===== src/design/fbd_ram.sv =====
`timescale 1ns / 1ps
// ----------------------------------------------------------------------------
// fbd_ram
// Generic single-write, single-read RAM with registered read data.
// A read of the address being written returns the new data.
// ----------------------------------------------------------------------------
`default_nettype none

module fbd_ram #(
  parameter int unsigned WIDTH = 8,
  parameter int unsigned DEPTH = 256,
  localparam int unsigned AW   = (DEPTH > 1) ? $clog2(DEPTH) : 1
) (
  input  wire logic             clk_i,
  input  wire logic             we_i,
  input  wire logic [AW-1:0]    waddr_i,
  input  wire logic [WIDTH-1:0] wdata_i,
  input  wire logic [AW-1:0]    raddr_i,
  output logic      [WIDTH-1:0] rdata_o
);

  logic [WIDTH-1:0] mem_q [DEPTH];
  logic [WIDTH-1:0] rdata_q;

  always_ff @(posedge clk_i) begin
    if (we_i) begin
      mem_q[waddr_i] <= wdata_i;
    end
    if (we_i && (waddr_i == raddr_i)) begin
      rdata_q <= wdata_i;
    end else begin
      rdata_q <= mem_q[raddr_i];
    end
  end

  assign rdata_o = rdata_q;

endmodule

`default_nettype wire


===== config.mk =====
export PLATFORM = sky130hd
export DESIGN_NAME = fbd_ram
export DESIGN_NICKNAME = d
export VERILOG_FILES = /design/src/design/fbd_ram.sv
export SDC_FILE = /design/constraint.sdc
export NUM_CORES = 2
export LEC_CHECK = 0
export BUFFER_PORTS_ARGS = -buffer_cell sky130_fd_sc_hd__buf_2
export CAP_MARGIN = 10
export CORE_UTILIZATION = 55
export CTS_CLUSTER_DIAMETER = 30
export DETAILED_ROUTE_END_ITERATION = 10
export GPL_ROUTABILITY_DRIVEN = 0
export PLACE_DENSITY_LB_ADDON = 0.05
export SYNTH_ARGS = -nofsm -noshare
export SYNTH_HDL_FRONTEND = slang
export SYNTH_SLANG_ARGS = --single-unit

===== constraint.sdc =====
create_clock -name clk_i -period 3 [get_ports clk_i]
set_input_delay 0.3 -clock clk_i [delete_from_list [all_inputs] [get_ports clk_i]]
set_output_delay 0.3 -clock clk_i [all_outputs]
set_load 0.01 [all_outputs]

# ---- Word-level counts from Yosys, hierarchy flattened
# Memories as Yosys holds them, arrays and structs flattened. A register that Yosys moved wholly into a read port is not among the register bits.
# Index checks and enable logic that the tools add are counted.
dict set report classes {
  mux 2
}
# operator count
set ops {}
lappend ops {{$mux W1} 2}
dict set report totals {
  output_inout_bits 8
  ff_bits 0
  wordCells 3
  n_memories 1
  ramBits 2048
  inputBits 26
}
# name words width read_ports rd_ports_with_merged_regs wr line_no
set mem_list {}
lappend mem_list {mem_q 256 8 1 1 1 22} ;# logic [WIDTH-1:0] mem_q [DEPTH];

# ---- Depth between registers and ports, before layout
dict set report depth {
  word_depth 2
  ltp_mapped 11
  mapped_depth_nobuf 6
}

# ---- Worst setup path before layout
# No wires, ideal clock.
dict set report synth_path {
  kind {register to output}
  startpoint {register (tool-made name)}
  endpoint {output rdata_o[2]}
  path_slack_ns 0.518
  stages_incl_launch_ff 10
  t_arrival_ns 2.182
  t_required_ns 2.700
  path_buffers 4
  path_cell_list {dfxtp_1 -> buf_6 -> buf_12 -> buf_8 -> buf_2 -> mux4_2 -> a22oi_1 -> a21oi_1 -> nor4_1 -> nor4_2}
}
# item line_no
set synth_rtl {}
lappend synth_rtl {{end, declared} 19} ;# output logic [WIDTH-1:0] rdata_o

==> impl_metrics.toml <==
[global_routing]
grt_first_pass_wirelength_um = 305000
grt_overflow_total = 0
grt_pass1_vias = 44400
grt_use_total = 0.293
grt_max_degree = 97
antenna_found_initial = 17

[cts]
cts_buffers = 392
cts-root-buf = "clkbuf_16"
tritoncts = "built"
cts_htree_levels = 5
path_clk_slew_ns = 0.05
clock_sinks = 2056
cts.path.max_buffers = 4

[logic_synthesis]
synth_cells = 3733
synth_edf_count = 2048
async_reset_ff_frac = 0
synth_area_per_cell_sq_um = 21.3
yosys.area.top_type = "edfxtp_1"
synth_common_cells = "edfxtp_1, mux4_2, nor2_1, mux2i_1, a22oi_1"
yosys_warnings = 0
synth_compound_area_frac = 0.0342
synth.most_common_cell = "edfxtp_1"
synth_area_leaders = "edfxtp_1, mux4_2, mux2i_1"
muxShareOfSynthArea = 0.146
yosys.cell_types.count = 55
synth_fp_nets = 3759
synthAdderAreaFrac = 0
synth_xor_area_frac = 0
synth_top_cell_area_share = 0.773
synth_top_family_by_area = "multiplexers"
syn_area_sq_um = 79600
yosys_most_used_dff = "edfxtp_1"
ys_ff_latch = 2056
synth_seq_area_share = 0.775
yosys.area_share.simple = 0.0263

[floorplanning]
dieArea_sq_um = 146000
rows = 139
fp.dieW_um = 382
die_h_um = 382
start_util = 0.554
io_pins = 34
core-area_sq_um = 143000

[pwr]
finalPower_mw = 79.1
peakVddDrop_v = 0.000593
power_density_nw_per_um2 = 774
power.leakage_nw = 34.3

[setup_path]
crit_fanout = 8
critPathBufInv = 7
cp-start-kind = "flip-flop"
path_cells = "buf_12, buf_8, buf_16, buf_12, buf_8, mux4_2, a22oi_2, nand4_1, a22oi_2, buf_6, nor4_4, buf_2"
cpPeakStageDelay_ns = 0.51
worstPathArrival_ns = 3.80
end_kind = "output port"
slowest_stage = "mux4_2"
critPathKind = "flip-flop to output port"
cp.required_ns = 2.70
cp_top_family = "buffers and inverters"

[timing]
tightest_slew_ns = 0.984
fin_crit_ns = 4.10
hold_viol_final = 0
slew-limit-headroom = 0.344
holdWs_ns = 0.0336
period_share = 1.37
fin_tns_setup_ns = -8.14
slew_viol_final = 0
timing.final.ws_setup_ns = -1.10
setup_viol = 8
fmax_mhz = 244
rsz0062_at_grt = "true"

[layout]
nFillCells = 8473
largestRegisters = "mem_q: 2048 flops"
area_growth_syn_to_layout_pct = 28.6
fin_nets = 4692
regMostFlops = "mem_q"
largest_register_ffs = 2048
drive_gt1_frac = 0.406

[route]
wl_um = 210000
viasPerCell = 6.21
drc = 0
ant_nets = 0
drtIter0Drc = 4626
num_vias = 42805
wl_per_cell_um = 30.5
dr.pass1.iters = 5

[placed_design]
port-buffer-count = 33
hpwl_um = 134000
place_ws_ns = -0.716

[run]
max_cap_violations = 0

[min_path]
min_path_type = "input port to flip-flop"

[outcome]
violations = "setup timing"
status = "finished with violations"
worst paths after layout:
| kind | from | endpoint | slack (ns) | cells past startpoint |
|---|---|---|---|---|
| max | flip-flop | rdata_o[6] | -1.10 | 12 |
| min | wdata_i[5] | mem_q[80][5]$_DFFE_PP_ | 0.03 | 1 |
cell usage in the layout (no fill, tap or decap), types with 11 or more instances in the layout:
master and count:
a211oi_2 11, a21oi_1 78, a21oi_2 18, a22oi_1 99
a22oi_2 34, buf_12 84, buf_16 11, buf_2 25
buf_4 583, buf_6 30, bufinv_16 56, clkbuf_1 40
clkbuf_16 399, clkbuf_8 11, clkinv_1 37, clkinv_2 51
clkinv_4 31, clkinvlp_4 43, dlygate4sd3_1 16, edfxtp_1 2048
inv_6 40, mux2i_1 131, mux4_2 455, nand2_1 31
nand3_1 30, nor2_1 275, nor2b_1 24, nor3_2 12
nor4_2 11, nor4_4 14, o221ai_1 34, o221ai_2 13
o22ai_1 24
logic make-up after synthesis:
group / Yosys count
flip-flops: 2056
AND/OR/NAND/NOR: 466
buffers and inverters: 235
multiplexers: 591
AO/OA/AOI/OAI: 385
cell type report:
type | instances | area (sq um) | share of cell area
well taps | 1903 | 2380 | 0.0233
repair buffers | 772 | 7410 | 0.0724
clock buffers | 442 | 10200 | 0.0995
multi-input cells | 1442 | 17500 | 0.171
clock inverters | 266 | 3130 | 0.0306
diodes | 8 | 20.0 | 0.000196
inverters | 2 | 7.51 | 0.0000734
flip-flops and latches | 2056 | 61700 | 0.603
routing by layer:
metal	wire, um	GRT usage
met1	81900	0.410
met2	103000	0.461
met3	19000	0.0605
met4	6360	0.104
met5	82	0
power by group:
part	switching, mW	internal (mW)	total (mW)
Sequential	0.0350	31.7	31.8
Combinational	2.13	1.56	3.69
Clock	14.5	29.2	43.7
repair_timing:
action                                  in CTS  in global routing
gates cloned                                10                  0
endpoints found under the setup margin       8                  8
hold buffers                                16                  0
setup buffers                               27                 15
endpoints found under the hold margin      128                  0
resized for setup                          206                 65
pin swaps                                   54                 30
metrics by stage:
stage	instances	util	instance area, sq um
2_1_floorplan	3733	-	79600
4_1_cts	6869	0.710	102000
3_5_place_dp	6112	0.605	86900
3_3_place_gp	6111	0.605	86900
5_1_grt	6883	0.713	102000
6_report	6891	0.713	102000
No activity file was read; power rests on OpenSTA's default activity.
